[config.mk]
export PLATFORM = sky130hd
export DESIGN_NAME = plti_divstep
export DESIGN_NICKNAME = d
export VERILOG_FILES = /design/src/hdl/plti_pkg.sv /design/src/hdl/plti_divstep.sv
export SDC_FILE = /design/constraint.sdc
export NUM_CORES = 1
export LEC_CHECK = 0
export ABC_AREA = 1
export BUFFER_PORTS_ARGS = -buffer_cell sky130_fd_sc_hd__clkbuf_2
export CORE_UTILIZATION = 25
export DETAILED_ROUTE_END_ITERATION = 7
export GPL_ROUTABILITY_DRIVEN = 0
export SKIP_LAST_GASP = 1
export SYNTH_ARGS = -nofsm -noshare
export SYNTH_HDL_FRONTEND = slang
export SYNTH_SLANG_ARGS = --single-unit
export TNS_END_PERCENT = 30
[constraint.sdc]
create_clock -name clk -period 21.8 [get_ports clk]
set_input_delay 5.45 -clock clk [delete_from_list [all_inputs] [get_ports clk]]
set_output_delay 5.45 -clock clk [all_outputs]
set_load 0.02 [all_outputs]
[src/hdl/plti_pkg.sv]
// Shared types and constants for the piecewise-linear table interpolation unit.
// Used by every module in hdl; depends on nothing.
package plti_pkg;

  localparam int POINTS = 8;
  localparam int DW     = 24;
  localparam int IDXW   = 3;
  localparam int CNTW   = 4;

  typedef enum logic {
    OP_LOAD  = 1'b0,
    OP_QUERY = 1'b1
  } op_t;

  // Selected segment, registered after the table search.
  typedef struct packed {
    logic          valid;
    logic          direct;
    logic [DW-1:0] ya;
    logic [DW-1:0] yb;
    logic [DW-1:0] xa;
    logic [DW-1:0] xb;
    logic [DW-1:0] v;
  } sel_t;

  // One stage of the restoring divider with its side payload.
  typedef struct packed {
    logic          valid;
    logic          direct;
    logic          err;
    logic          neg;
    logic [DW-1:0] ya;
    logic [DW-1:0] dx;
    logic [DW-1:0] rem;
    logic [DW-1:0] num;
    logic [DW-1:0] quo;
  } div_t;

endpackage

[src/hdl/plti_divstep.sv]
// One registered step of the restoring divider, one quotient bit per stage.
// Depends on plti_pkg.
module plti_divstep (
  input  logic           clk,
  input  logic           rst,
  input  logic           adv,
  input  plti_pkg::div_t d_in,
  output plti_pkg::div_t d_out
);

  logic [plti_pkg::DW:0] trial;
  logic [plti_pkg::DW:0] diff;
  plti_pkg::div_t        d_next;

  always_comb begin
    trial  = {d_in.rem, d_in.num[plti_pkg::DW-1]};
    diff   = trial - {1'b0, d_in.dx};
    d_next = d_in;
    d_next.num = {d_in.num[plti_pkg::DW-2:0], 1'b0};
    if (!diff[plti_pkg::DW]) begin
      d_next.rem = diff[plti_pkg::DW-1:0];
      d_next.quo = {d_in.quo[plti_pkg::DW-2:0], 1'b1};
    end else begin
      d_next.rem = trial[plti_pkg::DW-1:0];
      d_next.quo = {d_in.quo[plti_pkg::DW-2:0], 1'b0};
    end
  end

  always_ff @(posedge clk) begin
    if (rst) begin
      d_out.valid <= 1'b0;
    end else if (adv) begin
      d_out <= d_next;
    end
  end

endmodule

==> results of run 1 <==
## per-layer routing
metal	part of all wire [%]	global-route usage, %	up-vias
li1	-	-	2557
met1	40	15.2	2255
met2	52	25.8	202
met3	7.0	4.40	24
met4	1.5	5.29	4
met5	0.19	0	-
## stage by stage
| stage | area [sq um] | hold WS, ns | power (W) | worst slack, ns |
|---|---|---|---|---|
| finish | 8390 | 0.465 | 0.000714 | 14.39 |
| global route | 8390 | 0.495 | 0.000749 | 14.23 |
| CTS | 8390 | 0.466 | 0.000727 | 14.39 |
| detailed placement | 7780 | 0.457 | 0.000419 | 13.95 |
| global placement | 7780 | 0.447 | 0.000418 | 14.00 |
| floorplan | 6190 | 0.530 | 0.000377 | 10.57 |
## placed cells by master, fill, tap and decap left out, types with 7 or more instances in the layout
master and n:
edfxtp_1 122, clkbuf_2 248, clkbuf_16 17, nand2_1 219, nand2_2 18, inv_1 120
nand3_1 46, nor2_1 27, a21oi_1 12, ha_1 24, xor2_1 7
## kinds of logic after synthesis
logic type,count (synthesis)
compound gates,14
buf+inv,127
other cells,1
flops,123
fa+ha+maj,25
xor+xnor,7
simple gates,337
## worst register-to-register path, cell delays in order, from the launching register on
cell and delay, ns:
dfxtp_1 0.33, nand2_1 0.05, a21oi_1 0.12
## cell type report
| type | instances | area [sq um] |
|---|---|---|
| fill | 2540 | 15900 |
| sequential | 123 | 3680 |
| multi-input combinational | 384 | 1980 |
| timing repair buffer | 250 | 1260 |
| inverter | 120 | 450 |
| clock buffer | 18 | 429 |
| tap | 324 | 405 |
| clock inverter | 14 | 185 |
## power groups by stage
stage	clock [W]	combinational, W	sequential, W
floorplan	0	0.0000616	0.000316
global placement	0	0.000126	0.000292
detailed placement	0	0.000127	0.000292
CTS	0.000313	0.000128	0.000287
global route	0.000320	0.000140	0.000288
finish	0.000302	0.000126	0.000287
## worst max-delay path by stage
stage | end | depth (start not counted) | slack, ns | from
final | d_out[49] | 14 | 14.39 | d_in[47]
after global routing | d_out[49] | 14 | 14.23 | d_in[47]
after CTS | d_out[49] | 14 | 14.39 | d_in[47]
after detailed placement | d_out[49] | 14 | 13.95 | d_in[47]
after global placement | d_out[49] | 14 | 14.00 | d_in[47]
after floorplan | d_out[0] | 2 | 10.57 | adv
==> impl_metrics.env, run 1 <==
export IMPL_grt_pass1_wl_microns=27100
export IMPL_finalCritPeriodShare_pct=34.0
export IMPL_hpwl_microns=13800
export IMPL_grt_overflow=0
export IMPL_crit_arrival_ns=7.69
export IMPL_combinationalPowerShare_pct=17.6
export IMPL_drc=0
export IMPL_status="finished, final reports clean"
export IMPL_yosysTopAreaCellShare_pct=59.2
export IMPL_place_inst=1201
export IMPL_grtUsageTotal_pct=14.1
export IMPL_synth_edf_count=122
export IMPL_grt_max_degree=63
export IMPL_clock_path_buffers=2
export IMPL_setup_viol=0
export IMPL_die_w_microns=159
export IMPL_peakVddDrop_uv=41.9
export IMPL_fin_cells=1233
export IMPL_rsz0062_at_grt="false"
export IMPL_power_share_clock_pct=42.3
export IMPL_power_frac_seq_pct=40.1
export IMPL_yosysWarnings=0
export IMPL_maxSlewViolCount=0
export IMPL_cts_htree_levels=4
export IMPL_avgViaCountPerCell=4.09
export IMPL_skew_ns=0
export IMPL_n_antenna_cell=0
export IMPL_path_clk_slew_ns=0.06
export IMPL_wl_microns=17400
export IMPL_synth_nets=786
export IMPL_cp_cell_sequence="clkbuf_2 > inv_1 > ha_1 > inv_1 > fa_1 > nand2_1 > nand2_1 > nand3_2 > nand2_2 > nand2_2 > nand4_2 > nand2_4 > nand2_1 > nand2_1"
export IMPL_r2r_cells=2
export IMPL_yosysUniqueCellTypes=31
export IMPL_numCtsBuffers=17
export IMPL_internal_power_w=0.000507
export IMPL_min_period_ns=7.41
export IMPL_syn_area_per_cell_sq_um=9.76
export IMPL_synth_compound_area_share_pct=1.37
export IMPL_cts_resized_gates=0
export IMPL_worstSkewPairLatency_ns=0.42
export IMPL_fin_nets=1048
export IMPL_max_cap_violations=0
export IMPL_synth_adder_area_share_pct=5.17
export IMPL_timing_rr_start="d_out[123]"
export IMPL_synth_top_family_by_area="simple AND/OR/NAND/NOR gates"
export IMPL_ys_async_sr_fraction_pct=0
export IMPL_cp_required_ns=22.08
export IMPL_ys_seq_elements=123
export IMPL_min_to="d_out[123]"
export IMPL_path_common_cell="nand2_1"
export IMPL_synthMuxAreaShare_pct=0
export IMPL_yosys_area_top_type="edfxtp_1"
export IMPL_synth_most_common_cell="nand2_1"
export IMPL_r2r_end="d_out[123]"
export IMPL_core_rowCount=57
export IMPL_fin_tns_setup_ns=0
export IMPL_worst_pin_slew_ns=0.849
export IMPL_hold_path_class="reg -> reg"
export IMPL_powerDensity_nw_per_um2=85.1
export IMPL_dieArea_sq_um=25400
export IMPL_critPathBufInv=3
export IMPL_end_kind="flip-flop"
export IMPL_drt_iter0_markers=274
export IMPL_largest_register_ffs=123
export IMPL_crit_type="in -> reg"
export IMPL_crit_fanout=12
export IMPL_cts_sinks=123
export IMPL_maxSlewHeadroom_pct=43.4
export IMPL_worstSetupStartpointType="input port"
export IMPL_synthTopCellsByArea="edfxtp_1, nand2_1, inv_1"
export IMPL_antenna_found_initial=3
export IMPL_holdBufCountCts=0
export IMPL_syn2layout_area_growth_pct=35.5
export IMPL_synthXorXnorAreaFrac_pct=0.990
export IMPL_power_leakage_nw=4.22
export IMPL_cts_tree="built"
export IMPL_antenna_left=0
export IMPL_core_sq_um=24300
export IMPL_ios=251
export IMPL_synth_simple_gate_area_share_pct=24.3
export IMPL_netlist_instances=634
export IMPL_syn_cell_area_sq_um=6190
export IMPL_wl_per_cell_microns=14.1
export IMPL_io_buffers=248
export IMPL_slowest_stage="fa_1"
export IMPL_holdPathStages=2
export IMPL_largest_register="d_out"
export IMPL_post_cts_buffers=0
export IMPL_max_stage_delay_ns=0.46
export IMPL_hold_violations=0
export IMPL_swShare_pct=29.0
export IMPL_cts_root_buf="clkbuf_16"
export IMPL_grt_pass1_vias=5024
export IMPL_path_delay_family="simple AND/OR/NAND/NOR gates"
export IMPL_synth_ff_type="edfxtp_1"
export IMPL_post_route_util_pct=34.5
export IMPL_top_regs="d_out: 123 flops"
export IMPL_layout_drive_gt1_share_pct=34.8
export IMPL_route_vias_total=5042
export IMPL_die_h_microns=159
export IMPL_hp_start="d_out[123]"
export IMPL_start_util_pct=25.5
export IMPL_reg2reg_slack_ns=21.24
export IMPL_max_freq_ghz=0.135
export IMPL_dr_pass1_iters=7
export IMPL_yosys_top_cells_count="nand2_1, edfxtp_1, inv_1, nand3_1, nor2_1"
export IMPL_ys_seq_area_share_pct=59.5
export IMPL_p_sw_w=0.000207
(Power assumes the default switching activity.)
==> run 2, diff against run 1 <==
==> constraint.sdc (replaced) <==
create_clock -name clk -period 6 [get_ports clk]
set_input_delay 1.5 -clock clk [delete_from_list [all_inputs] [get_ports clk]]
set_output_delay 1.5 -clock clk [all_outputs]
set_load 0.02 [all_outputs]
==> run 2 against run 1 <==
Effect of this change: routed wire length is 0.17% higher; via count is 0.85% lower; power grew to 3.6 times the previous value; critical endpoint is now d_out[71]; worst hold slack worse by 0.0055 ns; sequential share of layout area is 0.066 points higher; clock skew stayed put; register-to-register slack worse by 16 ns.
==> impl_metrics.env, run 2 (synthesized netlist as in run 1, its figures left out) <==
export IMPL_hold_violations=0
export IMPL_clock_path_buffers=2
export IMPL_fin_tns_setup_ns=0
export IMPL_cts_htree_levels=4
export IMPL_dr_pass1_iters=4
export IMPL_grt_overflow=0
export IMPL_met2_length_microns=9000
export IMPL_antenna_left=0
export IMPL_wl_met1_microns=6980
export IMPL_crit_type="in -> reg"
export IMPL_fin_nets=1048
export IMPL_hold_path_class="reg -> reg"
export IMPL_start_util_pct=25.5
export IMPL_route_vias_total=4999
export IMPL_crit_arrival_ns=3.74
export IMPL_setup_ws_ns=2.54
export IMPL_powerDensity_nw_per_um2=303
export IMPL_status="finished, final reports clean"
export IMPL_final_common_cell="clkbuf_2"
export IMPL_max_cap_violations=0
export IMPL_dieArea_sq_um=25400
export IMPL_dp_slack_ns=2.12
export IMPL_end_kind="flip-flop"
export IMPL_crit_fanout=12
export IMPL_io_buffers=248
export IMPL_wl_microns=17500
export IMPL_layout_drive_gt1_share_pct=34.8
export IMPL_core_sq_um=24300
export IMPL_grt_pass1_vias=5082
export IMPL_peakVddDrop_uv=164
export IMPL_power_leakage_nw=4.20
export IMPL_finalCritPeriodShare_pct=57.6
export IMPL_ios=251
export IMPL_cts_resized_gates=0
export IMPL_wl_met3_microns=1200
export IMPL_reg2reg_slack_ns=5.45
export IMPL_grt_max_degree=67
export IMPL_largest_register="d_out"
export IMPL_min_period_ns=3.46
export IMPL_cp_required_ns=6.28
export IMPL_largest_register_ffs=123
export IMPL_avgViaCountPerCell=4.05
export IMPL_post_cts_buffers=0
export IMPL_path_clk_slew_ns=0.06
export IMPL_syn2layout_area_growth_pct=35.3
export IMPL_drc=0
export IMPL_setup_viol=0
export IMPL_worst_pin_slew_ns=0.992
export IMPL_final_cell_area_sq_um=8380
export IMPL_worstSetupStartpointType="input port"
export IMPL_cts_sinks=123
export IMPL_hpwl_microns=13900
export IMPL_wl_per_cell_microns=14.2
export IMPL_skew_ns=0
export IMPL_worstSkewPairLatency_ns=0.42
export IMPL_die_h_microns=159
export IMPL_top_regs="d_out: 123 flops"
export IMPL_holdBufCountCts=0
export IMPL_rsz0062_at_grt="false"
export IMPL_holdWs_ns=0.460
export IMPL_postPlaceCellArea_sq_um=7790
export IMPL_core_rowCount=57
export IMPL_mostFrequentLayoutCells="clkbuf_2, nand2_1, edfxtp_1"
export IMPL_highest_layer="met5"
export IMPL_numCtsBuffers=17
export IMPL_maxSlewHeadroom_pct=33.7
export IMPL_drt_iter0_markers=305
export IMPL_maxSlewViolCount=0
export IMPL_cts_tree="built"
export IMPL_die_w_microns=159
export IMPL_cts_root_buf="clkbuf_16"
export IMPL_max_freq_ghz=0.289
export IMPL_n_antenna_cell=0
export IMPL_grtUsageTotal_pct=14.2
export IMPL_grt_pass1_wl_microns=27300
export IMPL_antenna_found_initial=1
## run 2: area by class of cell
type,instances,area (sq um)
fill,2542,15900
timing repair buffer,250,1270
inverter,120,450
multi-input combinational,384,1980
tap,324,405
clock inverter,14,160
sequential,123,3680
clock buffer,18,429
## run 2: layer usage
metal | track usage [%] | vias to the layer above
met1 | 15.3 | 2251
met5 | 0 | -
met2 | 26.0 | 176
met3 | 4.40 | 22
met4 | 5.11 | 2
li1 | - | 2548
## run 2: power breakdown
group	switching (W)	leakage [nW]	total, W	internal (W)
logic	0.000304	2.77	0.000458	0.000154
clock network	0.000420	0.281	0.00104	0.000623
registers	0.0000181	1.15	0.00104	0.00102
total	0.000742	4.20	0.00254	0.00180
## run 2: metrics by stage
stage                     utilization, %  instances  total power, W
final                               34.4       1233         0.00254
after global routing                34.4       1233         0.00267
after CTS                           34.4       1233         0.00259
after detailed placement            32.0       1201         0.00152
after global placement              32.0       1201         0.00152
after floorplan                        -        634         0.00137
## run 2: critical path, stage by stage
cell and delay (ns):
clkbuf_2 0.09, inv_1 0.05, ha_1 0.14, inv_1 0.08
fa_1 0.45, nand2_1 0.09, nand2_1 0.09, nand3_2 0.09
nand2_2 0.11, nand2_2 0.15, nand4_2 0.38, nand2_4 0.35
nand2_1 0.09, nand2_1 0.07
## run 2: worst paths after layout
path,depth (start not counted),to,start
worst max-delay path,14,d_out[71],d_in[47]
worst max register to register,2,d_out[123],d_out[123]
worst min-delay path,2,d_out[123],d_out[123]
worst min register to register,2,d_out[123],d_out[123]
