===== config.mk =====
export PLATFORM = sky130hd
export DESIGN_NAME = plti_select
export DESIGN_NICKNAME = d
export VERILOG_FILES = /design/src/hdl/plti_pkg.sv /design/src/hdl/plti_select.sv
export SDC_FILE = /design/constraint.sdc
export NUM_CORES = 1
export LEC_CHECK = 0
export BUFFER_PORTS_ARGS = -buffer_cell sky130_fd_sc_hd__buf_2
export CORE_ASPECT_RATIO = 2
export CORE_MARGIN = 2
export CORE_UTILIZATION = 25
export DETAILED_ROUTE_END_ITERATION = 7
export PLACE_DENSITY = 0.39
export SYNTH_ARGS = -nofsm -noshare
export SYNTH_HDL_FRONTEND = slang
export SYNTH_SLANG_ARGS = --single-unit

===== constraint.sdc =====
create_clock -name clk -period 7 [get_ports clk]
set_input_delay 1.05 -clock clk [delete_from_list [all_inputs] [get_ports clk]]
set_output_delay 1.05 -clock clk [all_outputs]
set_load 0.1 [all_outputs]

===== src/hdl/plti_pkg.sv =====
// Shared types and constants for the piecewise-linear table interpolation unit.
// Used by every module in hdl; depends on nothing.
package plti_pkg;

  localparam int POINTS = 8;
  localparam int DW     = 24;
  localparam int IDXW   = 3;
  localparam int CNTW   = 4;

  typedef enum logic {
    OP_LOAD  = 1'b0,
    OP_QUERY = 1'b1
  } op_t;

  // Selected segment, registered after the table search.
  typedef struct packed {
    logic          valid;
    logic          direct;
    logic [DW-1:0] ya;
    logic [DW-1:0] yb;
    logic [DW-1:0] xa;
    logic [DW-1:0] xb;
    logic [DW-1:0] v;
  } sel_t;

  // One stage of the restoring divider with its side payload.
  typedef struct packed {
    logic          valid;
    logic          direct;
    logic          err;
    logic          neg;
    logic [DW-1:0] ya;
    logic [DW-1:0] dx;
    logic [DW-1:0] rem;
    logic [DW-1:0] num;
    logic [DW-1:0] quo;
  } div_t;

endpackage


===== src/hdl/plti_select.sv =====
// Breakpoint table storage and segment search for the interpolation unit.
// Depends on plti_pkg.
module plti_select (
  input  logic                        clk,
  input  logic                        rst,
  input  logic                        adv,
  input  logic                        accept,
  input  plti_pkg::op_t               op,
  input  logic [plti_pkg::IDXW-1:0]   point_index,
  input  logic [plti_pkg::DW-1:0]     point_speed,
  input  logic [plti_pkg::DW-1:0]     point_torque,
  input  logic [plti_pkg::DW-1:0]     query_speed,
  input  logic [plti_pkg::CNTW-1:0]   points_in_use,
  output plti_pkg::sel_t              sel
);

  logic [plti_pkg::DW-1:0]     speed_table  [plti_pkg::POINTS];
  logic [plti_pkg::DW-1:0]     torque_table [plti_pkg::POINTS];
  logic [plti_pkg::CNTW-1:0]   n_act;
  logic [plti_pkg::IDXW-1:0]   last;
  logic [plti_pkg::POINTS-1:0] gt;
  logic [plti_pkg::POINTS-2:0] lane;
  plti_pkg::sel_t              sel_next;

  always_ff @(posedge clk) begin
    if (accept && op == plti_pkg::OP_LOAD) begin
      speed_table[point_index]  <= point_speed;
      torque_table[point_index] <= point_torque;
    end
  end

  always_comb begin
    if (points_in_use == '0) begin
      n_act = plti_pkg::CNTW'(1);
    end else if (points_in_use > plti_pkg::CNTW'(plti_pkg::POINTS)) begin
      n_act = plti_pkg::CNTW'(plti_pkg::POINTS);
    end else begin
      n_act = points_in_use;
    end
    last = plti_pkg::IDXW'(n_act - plti_pkg::CNTW'(1));
  end

  // Each lane owns one segment; the first breakpoint above the query closes it.
  always_comb begin
    logic still;
    still = 1'b1;
    for (int j = 0; j < plti_pkg::POINTS; j++) begin
      gt[j] = speed_table[j] > query_speed;
    end
    for (int k = 0; k < plti_pkg::POINTS - 1; k++) begin
      if (k > 0) begin
        still = still & ~gt[k];
      end
      lane[k] = still && (k < int'(n_act) - 1) &&
                ((k == int'(n_act) - 2) || gt[k + 1]);
    end
  end

  always_comb begin
    sel_next        = '0;
    sel_next.valid  = accept && op == plti_pkg::OP_QUERY;
    sel_next.v      = query_speed;
    if (query_speed <= speed_table[0]) begin
      sel_next.direct = 1'b1;
      sel_next.ya     = torque_table[0];
    end else if (query_speed >= speed_table[last]) begin
      sel_next.direct = 1'b1;
      sel_next.ya     = torque_table[last];
    end else begin
      for (int k = 0; k < plti_pkg::POINTS - 1; k++) begin
        if (lane[k]) begin
          sel_next.ya = sel_next.ya | torque_table[k];
          sel_next.yb = sel_next.yb | torque_table[k + 1];
          sel_next.xa = sel_next.xa | speed_table[k];
          sel_next.xb = sel_next.xb | speed_table[k + 1];
        end
      end
    end
  end

  always_ff @(posedge clk) begin
    if (rst) begin
      sel.valid <= 1'b0;
    end else if (adv) begin
      sel <= sel_next;
    end
  end

endmodule


==> results of run 1 <==
final cells by class:
type | instances | area share
Inverter | 66 | 0.00787
Tap cell | 1384 | 0.0544
Antenna cell | 3 | 0.000236
Sequential cell | 506 | 0.477
Multi-Input combinational cell | 1218 | 0.363
Clock buffer | 59 | 0.0411
Clock inverter | 34 | 0.00948
Timing Repair Buffer | 254 | 0.0470
through the flow:
step | instances | power [mW] | hold slack (ns) | cell area (um^2) | worst slack, ns
2_1_floorplan | 1910 | 4.48 | 0.602 | 27400 | 0.553
3_3_place_gp | 3428 | 4.95 | 0.452 | 30200 | 0.769
5_1_grt | 3522 | 7.94 | 0.507 | 31800 | 1.10
4_1_cts | 3521 | 7.76 | 0.484 | 31800 | 1.36
3_5_place_dp | 3428 | 4.96 | 0.476 | 30200 | 0.672
6_report | 3524 | 7.65 | 0.480 | 31800 | 1.28
cells by family (layout without fill, tap and decap cells):
kind of cell | after synthesis | in the layout | share of synthesized area
adders and majority gates | 220 | 220 | 0.101
other | 0 | 3 | 0
DFF | 506 | 506 | 0.555
AOI/OAI and AO/OA | 506 | 506 | 0.146
buffers and inverters | 186 | 413 | 0.0296
and+or+nand+nor | 300 | 300 | 0.0538
muxes | 192 | 192 | 0.115
per-layer routing:
| layer | vias to the layer above | track usage | part of all wire |
|---|---|---|---|
| met5 | - | 0 | 0.00052 |
| met4 | 10 | 0.0872 | 0.047 |
| met3 | 244 | 0.0268 | 0.060 |
| met2 | 1131 | 0.372 | 0.54 |
| met1 | 10343 | 0.209 | 0.35 |
| li1 | 8586 | - | - |
where the power goes:
part           switching (mW)  internal, mW  leakage, nW
sequential             0.0685          3.44         4.72
combinational           0.946         0.428         5.52
clock                    1.28          1.49        0.786
cell usage in the layout, fill, tap and decap left out, types with 25 or more instances in the layout:
cell       Yosys  final
buf_2         45    205
nand4_1       40     40
clkbuf_16      0     51
a222oi_1     168    168
nor3_1        35     33
a221oi_1      31     31
a31oi_1       73     72
a21oi_1       72     72
nand2_1      116    116
edfxtp_1     505    505
mux2_2        25     25
inv_1         65     65
o21ai_0       34     34
nand3_1       30     30
a221o_1       25     25
mux2i_1       71     71
ha_1         220    219
buf_4          5     41
mux4_2        96     96
nor2_1        35     27
sequential cells by signal (all words and copies together), names as in the netlist:
signal and flops:
speed_table 192, sel 122, torque_table 192
final timing paths:
kind | from | end | depth (start not counted)
setup / recovery | points_in_use[1] | sel[111]$_DFFE_PP_ | 18
hold / removal | sel[121]$_SDFFE_PP0P_ | sel[121]$_SDFFE_PP0P_ | 2
setup reg to reg | speed_table[5][23]$_DFFE_PP_ | sel[54]$_SDFFCE_PP0P_ | 11
hold reg to reg | sel[121]$_SDFFE_PP0P_ | sel[121]$_SDFFE_PP0P_ | 2
worst reg2reg max path, cell delays in order, from the launching register on:
cell and delay, ns:
edfxtp_1 0.49, ha_1 0.35, and4_1 0.29, nand3_1 0.24, nor3_1 0.84, o31ai_1 0.27, a21boi_1 0.53, o21ai_0 0.26
nor2_4 0.62, buf_4 0.48, nand2_1 0.14, a31oi_1 0.27
==> impl_metrics.yaml, run 1 <==
drt:
  drcViolationCount: 11
  drtIter0Drc: 2582
  routedWlPerCell_um: 31.7
  dr_total_vias: 20314
  wl_um: 112000
  vias_per_cell: 5.76
  final_antenna_net_count: 0
  drtPass1Iterations: 8
logic_synthesis:
  yosysTopAreaCell: "edfxtp_1"
  syn_nets: 2214
  yosysMostFrequentCell: "edfxtp_1"
  async_reset_ff_frac: 0
  synth_edf_count: 505
  synth.area.top_cells: "edfxtp_1 55%, ha_1 10%, mux4_2 7.9%, a222oi_1 6.1%, mux2i_1 2.6%"
  netlist_top_cells_count: "505 x edfxtp_1, 220 x ha_1, 168 x a222oi_1, 116 x nand2_1, 96 x mux4_2"
  avgSynthCellArea_um2: 14.3
  synthDistinctLibCells: 69
  synthCells: 1910
  ys_seq_area_frac: 0.555
  synth_warnings: 0
  synth_area_um2: 27400
  synth_flop_cell: "edfxtp_1"
  synth_top_area_share: 0.554
  ys_ff_latch: 506
timing:
  worst_pin_slew_ns: 1.20
  finalSetupTns_ns: 0
  setup_viol: 0
  fmax_ghz: 0.175
  finalCritPeriodShare: 0.817
  drv_slew: 0
  finClkSkew_ns: 0.0215
  finalCriticalPeriod_ns: 5.72
  rsz0062_at_grt: "no"
  slew_headroom: 0.201
  hold_violations: 0
die:
  die_y_um: 472
  start_util: 0.252
  io_pins: 206
  chipWidth_um: 238
  coreArea_um2: 109000
  placementRows: 171
  dieArea_um2: 112000
pwr:
  vdd_drop_max_mv: 0.163
  p_leak_nw: 11.0
  power_density_nw_per_um2: 241
global_route:
  grt_pass1_wl_um: 156000
  grt_pass1_vias: 20592
  grt_overflow: 0
  globalRouteTotalUtil: 0.194
  antenna_found_initial: 11
  grt_max_degree: 122
cts:
  cts_root_buf: "clkbuf_16"
  post_cts_buffers: 0
  ctsHoldBuffers: 0
  ctsLongestPathBuffers: 3
  cts_buffers: 51
  cts_sinks: 506
  htreeDepth: 2
  cts_tree: "yes"
  ctsResizeCount: 0
  clock_latency_ns: 0.64
  clk_pin_slew_ns: 0.06
setup_path:
  worst_path_max_delay_cell: "o21ai_0"
  ff2ff_setup_slack_ns: 2.01
  crit_path_frequent_cell: "buf_12"
  crit_family: "compound AO/OA/AOI/OAI gates"
  critical_path.endpoint_type: "register"
  crit_buf_inv: 5
  startpoint_type: "input port"
  crit_path_max_incr_delay_ns: 0.70
  cp_data_arrival_time_ns: 6.09
  worstSetupPathType: "input port to register"
  cp.required_ns: 7.37
  crit_chain: "buf_2 > o21bai_1 > nand2b_2 > inv_4 > buf_12 > mux4_2 > mux2i_1 > ha_1 > o21ai_0 > buf_4 > a211o_1 > o221a_1 > buf_12 > nor3_1 > mux2_2 > a221o_1 > a221oi_1 > a22oi_1"
  path_max_fanout: 34
flow_run:
  drv_cap: 0
status:
  violations: "design-rule violations"
  status: "complete, but fails checks"
finish:
  multi_input_area_um2: 11500
  regArea_um2: 15200
  final_nets: 2401
  syn_to_final_growth_pct: 16.2
  postLayoutCoreUtil: 0.293
  drive_above_1_share: 0.225
  fillers: 10895
place:
  dpl.hpwl_um: 75300
  place.gp.congestion: 0.914
  io_buffers: 205
min_path:
  hold_class: "register to register"
No activity file was read; power rests on OpenSTA's default activity.
==> run 2, diff against run 1 <==
--- a/config.mk
+++ b/config.mk
@@ -5,6 +5,7 @@
 export SDC_FILE = /design/constraint.sdc
 export NUM_CORES = 1
 export LEC_CHECK = 0
+export ABC_AREA = 1
 export BUFFER_PORTS_ARGS = -buffer_cell sky130_fd_sc_hd__buf_2
 export CORE_ASPECT_RATIO = 2
 export CORE_MARGIN = 2
==> constraint.sdc (replaced) <==
create_clock -name clk -period 4.9 [get_ports clk]
set_input_delay 0.735 -clock clk [delete_from_list [all_inputs] [get_ports clk]]
set_output_delay 0.735 -clock clk [all_outputs]
set_load 0.1 [all_outputs]
==> run 2 against run 1 <==
Compared with the run above: power increased by 57%; critical endpoint is now sel[92]$_SDFFCE_PP0P_; global-route usage increased by 2.3 points; hold slack got worse by 0.21 ns; clock-buffer cell count increased by 11; setup slack got worse by 0.58 ns; highest routed layer unchanged; sequential share of layout area decreased by 5.5 points; first-iteration DRC count decreased by 29%; the flow now finishes without violations; via count increased by 32%; synthesized area increased by 12%.
==> impl_metrics.yaml, run 2 <==
logic_synthesis:
  avgSynthCellArea_um2: 8.53
  netlist_top_cells_count: "735 x nand2_1, 569 x nor2_1, 530 x nand3_1, 505 x edfxtp_1, 283 x inv_1"
  yosysTopAreaCell: "edfxtp_1"
  async_reset_ff_frac: 0
  synthDistinctLibCells: 36
  yosysMostFrequentCell: "nand2_1"
  synth_area_um2: 30600
  synth_edf_count: 505
  synth_warnings: 0
  ys_seq_area_frac: 0.496
  synthCells: 3591
  synth.area.top_cells: "edfxtp_1 50%, nand2_1 9.0%, ha_1 9.0%, nand3_1 8.7%, nor2_1 7.0%"
  syn_nets: 3895
  ys_ff_latch: 506
  synth_top_area_share: 0.495
  synth_flop_cell: "edfxtp_1"
drt:
  final_antenna_net_count: 0
  drcViolationCount: 0
  routedWlPerCell_um: 25.8
  dr_total_vias: 26893
  drtPass1Iterations: 6
  vias_per_cell: 4.99
  wl_um: 139000
  drtIter0Drc: 1838
die:
  die_y_um: 499
  dieArea_um2: 126000
  io_pins: 206
  placementRows: 181
  start_util: 0.252
  coreArea_um2: 122000
  chipWidth_um: 252
cts:
  ctsResizeCount: 0
  cts_root_buf: "clkbuf_16"
  clk_pin_slew_ns: 0.06
  post_cts_buffers: 0
  cts_tree: "yes"
  ctsHoldBuffers: 0
  cts_sinks: 506
  clock_latency_ns: 0.67
  ctsLongestPathBuffers: 3
  cts_buffers: 55
  htreeDepth: 2
finish:
  layout.cells.most_common: "nand2_1"
  syn_to_final_growth_pct: 17.4
  largest_registers: "speed_table: 192 flops, torque_table: 192 flops, sel: 122 flops"
  layout_common_cells: "732 x nand2_1, 558 x nor2_1, 530 x nand3_1, 505 x edfxtp_1, 280 x inv_1"
  drive_above_1_share: 0.120
  postLayoutCoreUtil: 0.296
  final_nets: 4088
setup_path:
  ff2ff_setup_slack_ns: 0.92
  critical_path.endpoint_type: "register"
  crit_chain: "buf_2 > nor2_2 > nand2_2 > o21ai_4 > inv_6 > ha_1 > inv_2 > nand2_1 > inv_2 > buf_12 > o21ai_0 > o22ai_1 > nor2_1 > ha_1 > nand2_1 > o21ai_0 > nand2_1 > o211ai_1 > nand2_1 > nand4_1 > nor2_2 > inv_4 > buf_12 > nor2_1"
  crit_cells: 24
  path_max_fanout: 23
  crit_path_frequent_cell: "nand2_1"
  reg2reg_to: "sel[94]$_SDFFCE_PP0P_"
  crit_buf_inv: 7
  reg2reg_depth: 17
  cp_data_arrival_time_ns: 4.59
  startpoint_type: "input port"
  cp.required_ns: 5.30
  timing.rr.start: "speed_table[2][23]$_DFFE_PP_"
  crit_family: "buffers and inverters"
  worstSetupPathType: "input port to register"
  worst_path_max_delay_cell: "o21ai_0"
  crit_path_max_incr_delay_ns: 0.38
timing:
  setup_viol: 0
  finClkSkew_ns: 0.0271
  slew_headroom: 0.344
  worst_pin_slew_ns: 0.976
  finalCritPeriodShare: 0.856
  finalSetupTns_ns: 0
  rsz0062_at_grt: "no"
  fmax_ghz: 0.239
  drv_slew: 0
  finalCriticalPeriod_ns: 4.19
  hold_violations: 0
place:
  io_buffers: 205
  dpl.hpwl_um: 94400
  place.gp.congestion: 0.870
status:
  status: "completed"
global_route:
  grt_max_degree: 150
  grt_overflow: 0
  globalRouteTotalUtil: 0.217
  antenna_found_initial: 13
  grt_pass1_wl_um: 196000
  grt_pass1_vias: 27712
min_path:
  hold-path-endpoint: "sel[121]$_SDFFE_PP0P_"
  worstHoldStart: "rst"
  min_path_cells: 2
  hold_class: "input port to register"
flow_run:
  drv_cap: 0
pwr:
  power_density_nw_per_um2: 335
  p_leak_nw: 15.3
  vdd_drop_max_mv: 0.246
-- run 2: cell count changes after synthesis, moves of 133 or more --
cell and change:
inv_1 +218, nand3_1 +500, nor2_1 +534, nand2_1 +619, a222oi_1 -168, o21ai_0 +133
-- run 2: final cells by class --
class / count / area (um^2)
antenna: 2 / 5.00
clock buffer: 70 / 1480
clock inverter: 34 / 342
fill: 12828 / 85700
inverter: 287 / 1080
multi-input combinational: 2599 / 13600
sequential: 506 / 15200
tap: 1555 / 1950
timing repair buffer: 335 / 2340
-- run 2: stage by stage --
stage                     area (um^2)  instances  setup slack [ns]  hold WS [ns]  total power [mW]
after CTS                       36000       5386             0.656         0.230              12.2
after detailed placement        34100       5282           -0.0557         0.455              7.74
after floorplan                 30600       3591           -0.0904         0.621              6.64
after global routing            36000       5387             0.392         0.266              12.5
after global placement          34100       5282            0.0139         0.460              7.74
final                           36000       5388             0.707         0.269              12.0
-- run 2: power breakdown --
group          internal, mW  leakage, nW  switching, mW
logic                 0.671         9.68           1.96
registers              4.91         4.71         0.0878
clock network          2.45        0.894           1.96
total                  8.04         15.3           4.01
-- run 2: per-layer routing --
metal	track usage	up-vias	wire [um]
met5	0	-	80
met4	0.108	12	7510
met3	0.0246	309	5850
met2	0.420	901	74800
met1	0.229	12909	50600
li1	-	12762	-
-- run 2: logic make-up (layout without fill, tap and decap cells) --
| group | after synthesis | count (layout) | share of synthesized area |
|---|---|---|---|
| other | 0 | 2 | 0 |
| AOI/OAI and AO/OA | 455 | 455 | 0.0838 |
| DFF | 506 | 506 | 0.496 |
| buffers and inverters | 486 | 726 | 0.0657 |
| adders and majority gates | 220 | 220 | 0.0899 |
| and+or+nand+nor | 1924 | 1924 | 0.265 |
-- run 2: worst max path at each step --
| stage | end | slack [ns] | from |
|---|---|---|---|
| finish | sel[92]$_SDFFCE_PP0P_ | 0.71 | points_in_use[3] |
| global route | sel[55]$_SDFFCE_PP0P_ | 0.39 | points_in_use[3] |
| CTS | sel[25]$_SDFFCE_PP0P_ | 0.66 | points_in_use[3] |
| detailed placement | sel[25]$_SDFFCE_PP0P_ | -0.06 | points_in_use[3] |
| global placement | sel[25]$_SDFFCE_PP0P_ | 0.01 | points_in_use[3] |
| floorplan | sel[32]$_SDFFCE_PP0P_ | -0.09 | points_in_use[3] |
